File: config.mk
export PLATFORM = sky130hd
export DESIGN_NAME = euler_vertex_rotation
export DESIGN_NICKNAME = d
export VERILOG_FILES = /design/src/rtl/core/evr_pkg.sv /design/src/rtl/core/euler_vertex_rotation.sv
export SDC_FILE = /design/constraint.sdc
export NUM_CORES = 2
export LEC_CHECK = 0
export BUFFER_PORTS_ARGS = -buffer_cell sky130_fd_sc_hd__buf_4
export CAP_MARGIN = 0
export CORE_MARGIN = 2
export CORE_UTILIZATION = 30
export CTS_BUF_LIST = sky130_fd_sc_hd__clkbuf_8
export CTS_CLUSTER_DIAMETER = 200
export DETAILED_ROUTE_END_ITERATION = 7
export PLACE_DENSITY = 0.45
export SLEW_MARGIN = 20
export SYNTH_ARGS = -nofsm -noshare
export SYNTH_HDL_FRONTEND = slang
export SYNTH_SLANG_ARGS = --single-unit
export TNS_END_PERCENT = 10
File: constraint.sdc
create_clock -name clock -period 9.5 [get_ports clock]
set_input_delay 1.425 -clock clock [delete_from_list [all_inputs] [get_ports clock]]
set_output_delay 1.425 -clock clock [all_outputs]
set_load 0.01 [all_outputs]
File: src/rtl/core/evr_pkg.sv
// Types, constants and the sine table shared by the Euler vertex rotation block.
`timescale 1ns / 1ps

package evr_pkg;

   localparam int unsigned NUM_AXES = 3;

   // Coordinate and angle slots inside a pipeline stage.
   localparam int unsigned AXIS_X = 0;
   localparam int unsigned AXIS_Y = 1;
   localparam int unsigned AXIS_Z = 2;

   localparam logic [1:0] CMD_X   = 2'd0;
   localparam logic [1:0] CMD_Y   = 2'd1;
   localparam logic [1:0] CMD_Z   = 2'd2;
   localparam logic [1:0] CMD_XYZ = 2'd3;

   localparam logic [1:0] AXIS_CMD [NUM_AXES] = '{CMD_X, CMD_Y, CMD_Z};

   localparam int unsigned QUARTER_LEN = 65;
   localparam logic [7:0]  QUARTER_TURN = 8'd64;
   localparam logic [6:0]  QUARTER_TOP  = 7'd64;

   // round(64*sin(2*pi*i/256)) for the first quarter turn, both ends included.
   localparam logic [6:0] QUARTER_SINE [QUARTER_LEN] = '{
      7'd0,  7'd2,  7'd3,  7'd5,  7'd6,  7'd8,  7'd9,  7'd11,
      7'd12, 7'd14, 7'd16, 7'd17, 7'd19, 7'd20, 7'd22, 7'd23,
      7'd24, 7'd26, 7'd27, 7'd29, 7'd30, 7'd32, 7'd33, 7'd34,
      7'd36, 7'd37, 7'd38, 7'd39, 7'd41, 7'd42, 7'd43, 7'd44,
      7'd45, 7'd46, 7'd47, 7'd48, 7'd49, 7'd50, 7'd51, 7'd52,
      7'd53, 7'd54, 7'd55, 7'd56, 7'd56, 7'd57, 7'd58, 7'd59,
      7'd59, 7'd60, 7'd60, 7'd61, 7'd61, 7'd62, 7'd62, 7'd62,
      7'd63, 7'd63, 7'd63, 7'd64, 7'd64, 7'd64, 7'd64, 7'd64,
      7'd64
   };

   typedef struct packed {
      logic [1:0]        cmd;
      logic signed [7:0] vx_in;
      logic signed [7:0] vy_in;
      logic signed [7:0] vz_in;
      logic [7:0]        angle_x;
      logic [7:0]        angle_y;
      logic [7:0]        angle_z;
   } req_type;

   typedef struct packed {
      logic signed [7:0] vx_out;
      logic signed [7:0] vy_out;
      logic signed [7:0] vz_out;
   } rsp_type;

   // Vertex in flight: coordinates and angles indexed by axis slot.
   typedef struct packed {
      logic [1:0]                cmd;
      logic [NUM_AXES-1:0][7:0]  crd;
      logic [NUM_AXES-1:0][7:0]  ang;
   } stage_type;

   // Per-axis controls carried from the multiply stage to the sum stage.
   typedef struct packed {
      logic apply;
      logic trunc;
      logic add_bs;
   } rot_ctl_type;

   function automatic logic signed [7:0] sine_q26(input logic [7:0] angle);
      logic [6:0] idx;
      logic [6:0] mag;
      begin
         idx = angle[6] ? (QUARTER_TOP - {1'b0, angle[5:0]}) : {1'b0, angle[5:0]};
         mag = QUARTER_SINE[idx];
         sine_q26 = angle[7] ? -$signed({1'b0, mag}) : $signed({1'b0, mag});
      end
   endfunction

   function automatic logic signed [7:0] cosine_q26(input logic [7:0] angle);
      logic [7:0] shifted;
      begin
         shifted = angle + QUARTER_TURN;
         cosine_q26 = sine_q26(shifted);
      end
   endfunction

   // Divide by 64 (floor, or toward zero) and wrap to 8 bits.
   function automatic logic [7:0] scale_q26(input logic signed [16:0] sum,
                                            input logic trunc);
      logic signed [16:0] adj;
      begin
         adj = (trunc && sum[16]) ? (sum + 17'sd63) : sum;
         scale_q26 = adj[13:6];
      end
   endfunction

endpackage

File: src/rtl/core/euler_vertex_rotation.sv
// Top level: pipelined X, Y, Z rotation of one 8-bit vertex per clock.
`timescale 1ns / 1ps

// Takes one vertex in every clock cycle; busy never rises. Each result is
// strobed on rsp_valid once it has passed all seven register stages: one input
// register, loaded by the accepting edge, then a multiply stage and a sum stage
// for each of the X, Y and Z axes, in that order. Results are strobed for a
// single cycle and the receiver cannot hold them off. Single-axis commands pass
// the other axes' stages untouched; the combined command runs all three in
// order X, Y, Z.
module euler_vertex_rotation
   import evr_pkg::*;
(
   input  logic    clock,
   input  logic    reset,
   input  logic    start,
   output logic    busy,
   input  req_type req_data,
   output logic    rsp_valid,
   output rsp_type rsp_data
);

   stage_type   ent_ff     [NUM_AXES+1];
   logic        ent_vld_ff [NUM_AXES+1];
   stage_type   mul_ff     [NUM_AXES];
   logic        mul_vld_ff [NUM_AXES];
   rot_ctl_type ctl_ff     [NUM_AXES];
   logic signed [15:0] pac_ff [NUM_AXES];
   logic signed [15:0] pbs_ff [NUM_AXES];
   logic signed [15:0] pas_ff [NUM_AXES];
   logic signed [15:0] pbc_ff [NUM_AXES];

   stage_type ent_in;

   assign busy = 1'b0;

   always_comb begin
      ent_in.cmd              = req_data.cmd;
      ent_in.crd[AXIS_X]      = req_data.vx_in;
      ent_in.crd[AXIS_Y]      = req_data.vy_in;
      ent_in.crd[AXIS_Z]      = req_data.vz_in;
      ent_in.ang[AXIS_X]      = req_data.angle_x;
      ent_in.ang[AXIS_Y]      = req_data.angle_y;
      ent_in.ang[AXIS_Z]      = req_data.angle_z;
   end

   always_ff @(posedge clock) begin
      if (reset) begin
         ent_vld_ff[0] <= 1'b0;
      end else begin
         ent_vld_ff[0] <= start & ~busy;
      end
      ent_ff[0] <= ent_in;
   end

   for (genvar g = 0; g < NUM_AXES; g++) begin : g_axis
      // Rotated pair: a' = a*c - b*s, b' = a*s + b*c.
      localparam int unsigned IA = (g + 1) % NUM_AXES;
      localparam int unsigned IB = (g + 2) % NUM_AXES;

      rot_ctl_type       ctl_in;
      logic signed [7:0] sin_v;
      logic signed [7:0] cos_v;
      logic signed [7:0] a_v;
      logic signed [7:0] b_v;
      logic signed [7:0] kb_v;
      logic signed [15:0] pac_in;
      logic signed [15:0] pbs_in;
      logic signed [15:0] pas_in;
      logic signed [15:0] pbc_in;
      logic signed [16:0] sa_v;
      logic signed [16:0] sb_v;
      stage_type          nxt_in;

      always_comb begin
         ctl_in.apply  = (ent_ff[g].cmd == AXIS_CMD[g]) || (ent_ff[g].cmd == CMD_XYZ);
         ctl_in.trunc  = (ent_ff[g].cmd == CMD_XYZ);
         // Combined Y step uses the 8-bit negated x, so -128 stays -128.
         ctl_in.add_bs = ctl_in.trunc && (g == AXIS_Y);
         sin_v  = sine_q26(ent_ff[g].ang[g]);
         cos_v  = cosine_q26(ent_ff[g].ang[g]);
         a_v    = $signed(ent_ff[g].crd[IA]);
         b_v    = $signed(ent_ff[g].crd[IB]);
         kb_v   = ctl_in.add_bs ? -b_v : b_v;
         pac_in = 16'(a_v) * 16'(cos_v);
         pbs_in = 16'(kb_v) * 16'(sin_v);
         pas_in = 16'(a_v) * 16'(sin_v);
         pbc_in = 16'(b_v) * 16'(cos_v);
      end

      always_ff @(posedge clock) begin
         if (reset) begin
            mul_vld_ff[g] <= 1'b0;
         end else begin
            mul_vld_ff[g] <= ent_vld_ff[g];
         end
         mul_ff[g] <= ent_ff[g];
         ctl_ff[g] <= ctl_in;
         pac_ff[g] <= pac_in;
         pbs_ff[g] <= pbs_in;
         pas_ff[g] <= pas_in;
         pbc_ff[g] <= pbc_in;
      end

      always_comb begin
         sa_v = 17'(pac_ff[g]) + (ctl_ff[g].add_bs ? 17'(pbs_ff[g]) : -17'(pbs_ff[g]));
         sb_v = 17'(pas_ff[g]) + 17'(pbc_ff[g]);
         nxt_in = mul_ff[g];
         if (ctl_ff[g].apply) begin
            nxt_in.crd[IA] = scale_q26(sa_v, ctl_ff[g].trunc);
            nxt_in.crd[IB] = scale_q26(sb_v, ctl_ff[g].trunc);
         end
      end

      always_ff @(posedge clock) begin
         if (reset) begin
            ent_vld_ff[g+1] <= 1'b0;
         end else begin
            ent_vld_ff[g+1] <= mul_vld_ff[g];
         end
         ent_ff[g+1] <= nxt_in;
      end
   end

   assign rsp_valid       = ent_vld_ff[NUM_AXES];
   assign rsp_data.vx_out = $signed(ent_ff[NUM_AXES].crd[AXIS_X]);
   assign rsp_data.vy_out = $signed(ent_ff[NUM_AXES].crd[AXIS_Y]);
   assign rsp_data.vz_out = $signed(ent_ff[NUM_AXES].crd[AXIS_Z]);

endmodule

== Yosys cells after proc, flatten, opt, wreduce, memory -nomap -nowiden ==
Memory sizes are Yosys's and may differ from the RTL's.
Cells that the tools add are included.

* Add/sub/neg operators: 31
* Multiply operators: 12
* $lt $le $gt $ge: 6
* Equal/unequal tests: 5
* Multiplexer cells: 48
* Bitwise operators: 13
* Reductions and logical operators: 10

{| class="wikitable"
|+ Operators by type and width
! kind !! number
|-
| 8-bit by 8-bit multiplier with 16-bit output || 12
|-
| 7-bit two-way mux || 18
|-
| 14-bit by 7-bit adder with 14-bit output (second input constant) || 6
|-
| 14-bit two-way mux || 6
|-
| 8-bit two-way mux || 9
|-
| 16-bit by 16-bit adder with 17-bit output || 3
|-
| 16-bit by 17-bit adder with 17-bit output || 3
|-
| 17-bit two-way mux || 3
|-
| 16-bit negator with 17-bit output || 3
|-
| 8-bit >= comparator (second input constant) || 6
|-
| 7-bit negator with 8-bit output || 6
|-
| 7-bit NOT with 8-bit output || 6
|-
| 7-bit by 6-bit subtractor with 7-bit output (first input constant) || 6
|-
| 16-bit two-way mux || 2
|-
| 8-bit by 7-bit adder with 8-bit output (second input constant) || 3
|-
| 1-bit two-way mux || 10
|-
| 2-bit == test (second input constant) || 4
|-
| 8-bit negator || 1
|-
| 1-bit bitwise OR || 7
|-
| 1-bit logical AND || 6
|-
| 1-bit logical OR || 3
|-
| 2-bit by 1-bit == test with 1-bit output (second input constant) || 1
|-
| 2-bit zero test || 1
|}

* Register bits: 0
* RAM bits: 558
* Memory bits (read-only): 5376
* Input bits: 53
* Output and inout port bits: 26
* Logic and storage cells: 140
* Memories: 15

{| class="wikitable"
|+ Memories
! name !! depth !! bits a word !! read ports !! clocked after memory_dff !! wr ports !! line !! RTL
|-
| (no name shown) || 128 || 7 || 1 || 0 || 0 || evr_pkg.sv:72 || <nowiki>mag = QUARTER_SINE[idx];</nowiki>
|-
| (no name shown) || 128 || 7 || 1 || 0 || 0 || evr_pkg.sv:72 ||
|-
| (no name shown) || 128 || 7 || 1 || 0 || 0 || evr_pkg.sv:72 ||
|-
| (no name shown) || 128 || 7 || 1 || 0 || 0 || evr_pkg.sv:72 ||
|-
| (no name shown) || 128 || 7 || 1 || 0 || 0 || evr_pkg.sv:72 ||
|-
| (no name shown) || 128 || 7 || 1 || 0 || 0 || evr_pkg.sv:72 ||
|-
| 9 more memories || - || - || - || - || - || - ||
|}

== Logic depth before layout (Yosys ltp) ==
An unclocked memory read counts as a cell.

* Depth in word-level cells: 11
* Gate-level depth with buffers: 37
* Depth with buffers taken out: 35

== Worst setup path before layout ==
OpenSTA, ideal clock, no wires.

* Kind: register to register
* Start point: mem ent_ff[2][16] (netlist bit)
* End point: mem pbc_ff[2][14] (netlist: pbc_ff[0][46])
* Setup time: 65 ps
* Arrival: 8356 ps
* Setup slack: 1079 ps
* Cell stages (with the launch flop): 35
* Period minus slack after synthesis: 8421 ps
* Path through: dfxtp_1 -> inv_1 -> ha_1 -> mux2i_1 -> inv_1 -> ha_1 -> mux2_2 -> a32oi_1 -> o221ai_1 -> o211ai_1 -> a21boi_0 -> o32a_1 -> clkbuf_1 -> clkbuf_1 -> ha_1 -> a21oi_1 -> clkbuf_1 -> nor2b_1 -> fa_1 -> inv_1 -> fa_1 -> inv_1 -> fa_1 -> inv_1 -> fa_1 -> inv_1 -> ha_1 -> inv_1 -> o21ai_0 -> a21o_1 -> a21o_1 -> a21o_1 -> a21o_1 -> a2111oi_0 -> nand4b_1

{| class="wikitable"
|+ RTL lines
! what !! line !! RTL
|-
| start: declaration || euler_vertex_rotation.sv:23 || <nowiki>stage_type ent_ff [NUM_AXES+1];</nowiki>
|-
| end: declaration || euler_vertex_rotation.sv:31 || <nowiki>logic signed [15:0] pbc_ff [NUM_AXES];</nowiki>
|}

==> results.toml <==
[outcome]
status = "finished clean"

[route]
wl_per_cell_um = 15.7
wl_mm = 129
avgViaCountPerCell = 4.61
routed-via-count = 37821
drtPass1Iterations = 7
drc = 0
drtIter0Drc = 1597
antenna_left = 0

[timing]
worst_pin_slew_ns = 1.07
fin_tns_setup_ns = 0
fmax_mhz = 115
setup-violations-final = 0
setup_slack_ns = 0.815
max_slew_margin_pct = 27.8
clock_skew_ns = 0.0428
grt_setup_unrepaired = "no"
maxSlewViolCount = 0
period_share_pct = 91.4
finalHoldViolCount = 0
fin_crit_ns = 8.68

[synth]
yosysWarningCount = 0
netlist.area_leader.share_pct = 25.8
yosysTopAreaCell = "fa_1"
ys_seq_elements = 455
async_flop_share_pct = 0
syn_inst = 5730
synth.top_cells.by_area = "fa_1 26%, dfxtp_1 18%, ha_1 12%"
syn_nets = 6949
yosysSeqAreaShare_pct = 17.6
synth_edf_count = 0
syn_area_mm2 = 0.0517
synthFlopType = "dfxtp_1"
synth_area_per_cell_um2 = 9.01
synth_cell_types = 117

[finish]
fillers = 18011
drive_gt1_share_pct = 7.63
nNetsFinal = 7043
syn_to_final_growth_pct = 10.7
fin_area_mm2 = 0.0572
post-route-util_pct = 33.4

[setup_path]
crit_type = "reg -> reg"
crit_path_end_kind = "register"
cp_slowest_stage_delay_ns = 0.77
required_ns = 10.20
critPathLaunchType = "register"
worst_path_max_delay_cell = "nor3_2"
arrival_ns = 9.38
path_max_fanout = 15
critPathMostFrequentCell = "inv_1"

[cts]
cts_tree = "yes"
hold_buffers = 0
clk_pin_slew_ns = 0.05
clk_path_buf_depth = 3
cts-resized-gates = 0
clk_latency_ns = 0.84
cts.root.buffer_cell = "clkbuf_8"
numCtsBuffers = 95
htreeDepth = 3
cts_setup_buffers = 0
clock-sinks = 455

[die]
die_area_mm2 = 0.176
start_util_pct = 30.1
ios = 79
die_x_um = 419
die_y_um = 419
row_count = 152
core-area_mm2 = 0.171

[placement]
place_congestion = 0.830
dpl.hpwl_mm = 101
placed_area_mm2 = 0.0550
pre_cts_ws_ns = 0.908
io_buffer_count = 77

[grt]
antenna_found_initial = 11
grt_pass1_vias = 39796
grt_pass1_wl_mm = 214
track_usage_pct = 15.3
grt_max_degree = 34
grt-ovfl-total = 0

[min_path]
hp-class = "reg -> reg"

[job]
maxCapViolCount = 0
## area by class of cell
type	instances	area [µm²]	area share, %
antenna	3	7.51	0.0131
clock buffer	115	1580	2.77
clock inverter	55	524	0.917
inverter	1080	4050	7.09
multi-input combinational	4018	37700	65.9
sequential	455	9110	15.9
tap	2310	2890	5.06
timing repair buffer	174	1310	2.29
## registers in the layout, summed over array words and instances (netlist names)
name,cells
ent_ff,150
mul_ff,100
pac_ff,48
pas_ff,48
pbc_ff,48
pbs_ff,48
ctl_ff,6
ent_vld_ff,4
mul_vld_ff,3
## cell usage in the layout (no fill, tap or decap), drive strengths merged, types with 15 or more instances in the layout
cell type	n
a31oi	32
nand2	303
a21oi	187
nand2b	51
nor4	29
o21ai	157
or2	26
o211ai	25
o21bai	31
xnor2	283
o21a	37
fa	666
a211oi	46
nand3	62
nor2	345
and3	24
dfxtp	455
buf	174
mux2	21
inv	1103
o22ai	16
clkinv	21
clkbuf	115
a21o	53
nor2b	136
or3	28
o31ai	19
ha	500
xor2	92
and2	425
nor3	102
a21boi	29
nand4	21
nor3b	15
mux2i	29
## cell families (layout without fill, tap and decap cells)
group                    Yosys count  in the layout  synth area share [%]
buffers and inverters           1257           1424                  9.41
flip-flops                       455            455                  17.6
multiplexers                      51             51                  1.06
adder cells (fa/ha/maj)         1166           1166                  37.9
AO/OA/AOI/OAI                    810            810                  11.0
AND/OR/NAND/NOR                 1614           1614                  16.4
XOR/XNOR                         376            376                  6.50
other                              1              4               0.00726
## worst max-delay path: cells and delay by family, from the launching register on
family,cells,cell delay [ns]
adder cells (fa/ha/maj),7,2.99
AO/OA/AOI/OAI,11,2.90
AND/OR/NAND/NOR,4,1.16
buffers and inverters,5,0.45
multiplexers,2,0.47
flip-flops,1,0.60
## cells in the mapped netlist (all sizes together) (19+ instances only)
cell    instances
o21bai         31
or2            26
o21ai         157
a21boi         29
o31ai          19
dfxtp         455
nor2          345
or3            28
mux2           21
nand3          62
inv          1079
xor2           92
ha            500
nand2b         51
xnor2         283
o211ai         25
mux2i          29
and2          425
fa            666
and3           24
a211oi         46
nor2b         136
clkbuf        103
nand2         303
a21o           53
buf            74
nand4          21
nor3          102
o21a           37
a31oi          32
a21oi         187
nor4           29
## routing by layer
layer / global-route usage [%] / wire length (µm)
met4: 4.25 / 3140
met1: 20.3 / 60600
met5: 0 / 0
met2: 25.7 / 60900
met3: 2.22 / 4600
## path summary, 6_finish.rpt
path / startpoint / to / slack [ns] / depth (start not counted)
max: ent_ff[1][9] / pac_ff[0][30] / 0.82 / 29
min: ent_ff[2][43] / mul_ff[0][143] / 0.31 / 0
max reg2reg: ent_ff[1][9] / pac_ff[0][30] / 0.82 / 29
min reg2reg: ent_ff[2][43] / mul_ff[0][143] / 0.31 / 0
## stage by stage
step / hold WS (ns) / std cells
final: 0.311 / 8210
after global routing: 0.319 / 8210
after CTS: 0.309 / 8207
after detailed placement: 0.312 / 8037
after global placement: 0.311 / 8037
after floorplan: 0.310 / 5730
Power is not shown: default switching activity piles up to over one toggle a cycle in this logic, so the estimate is an artifact.
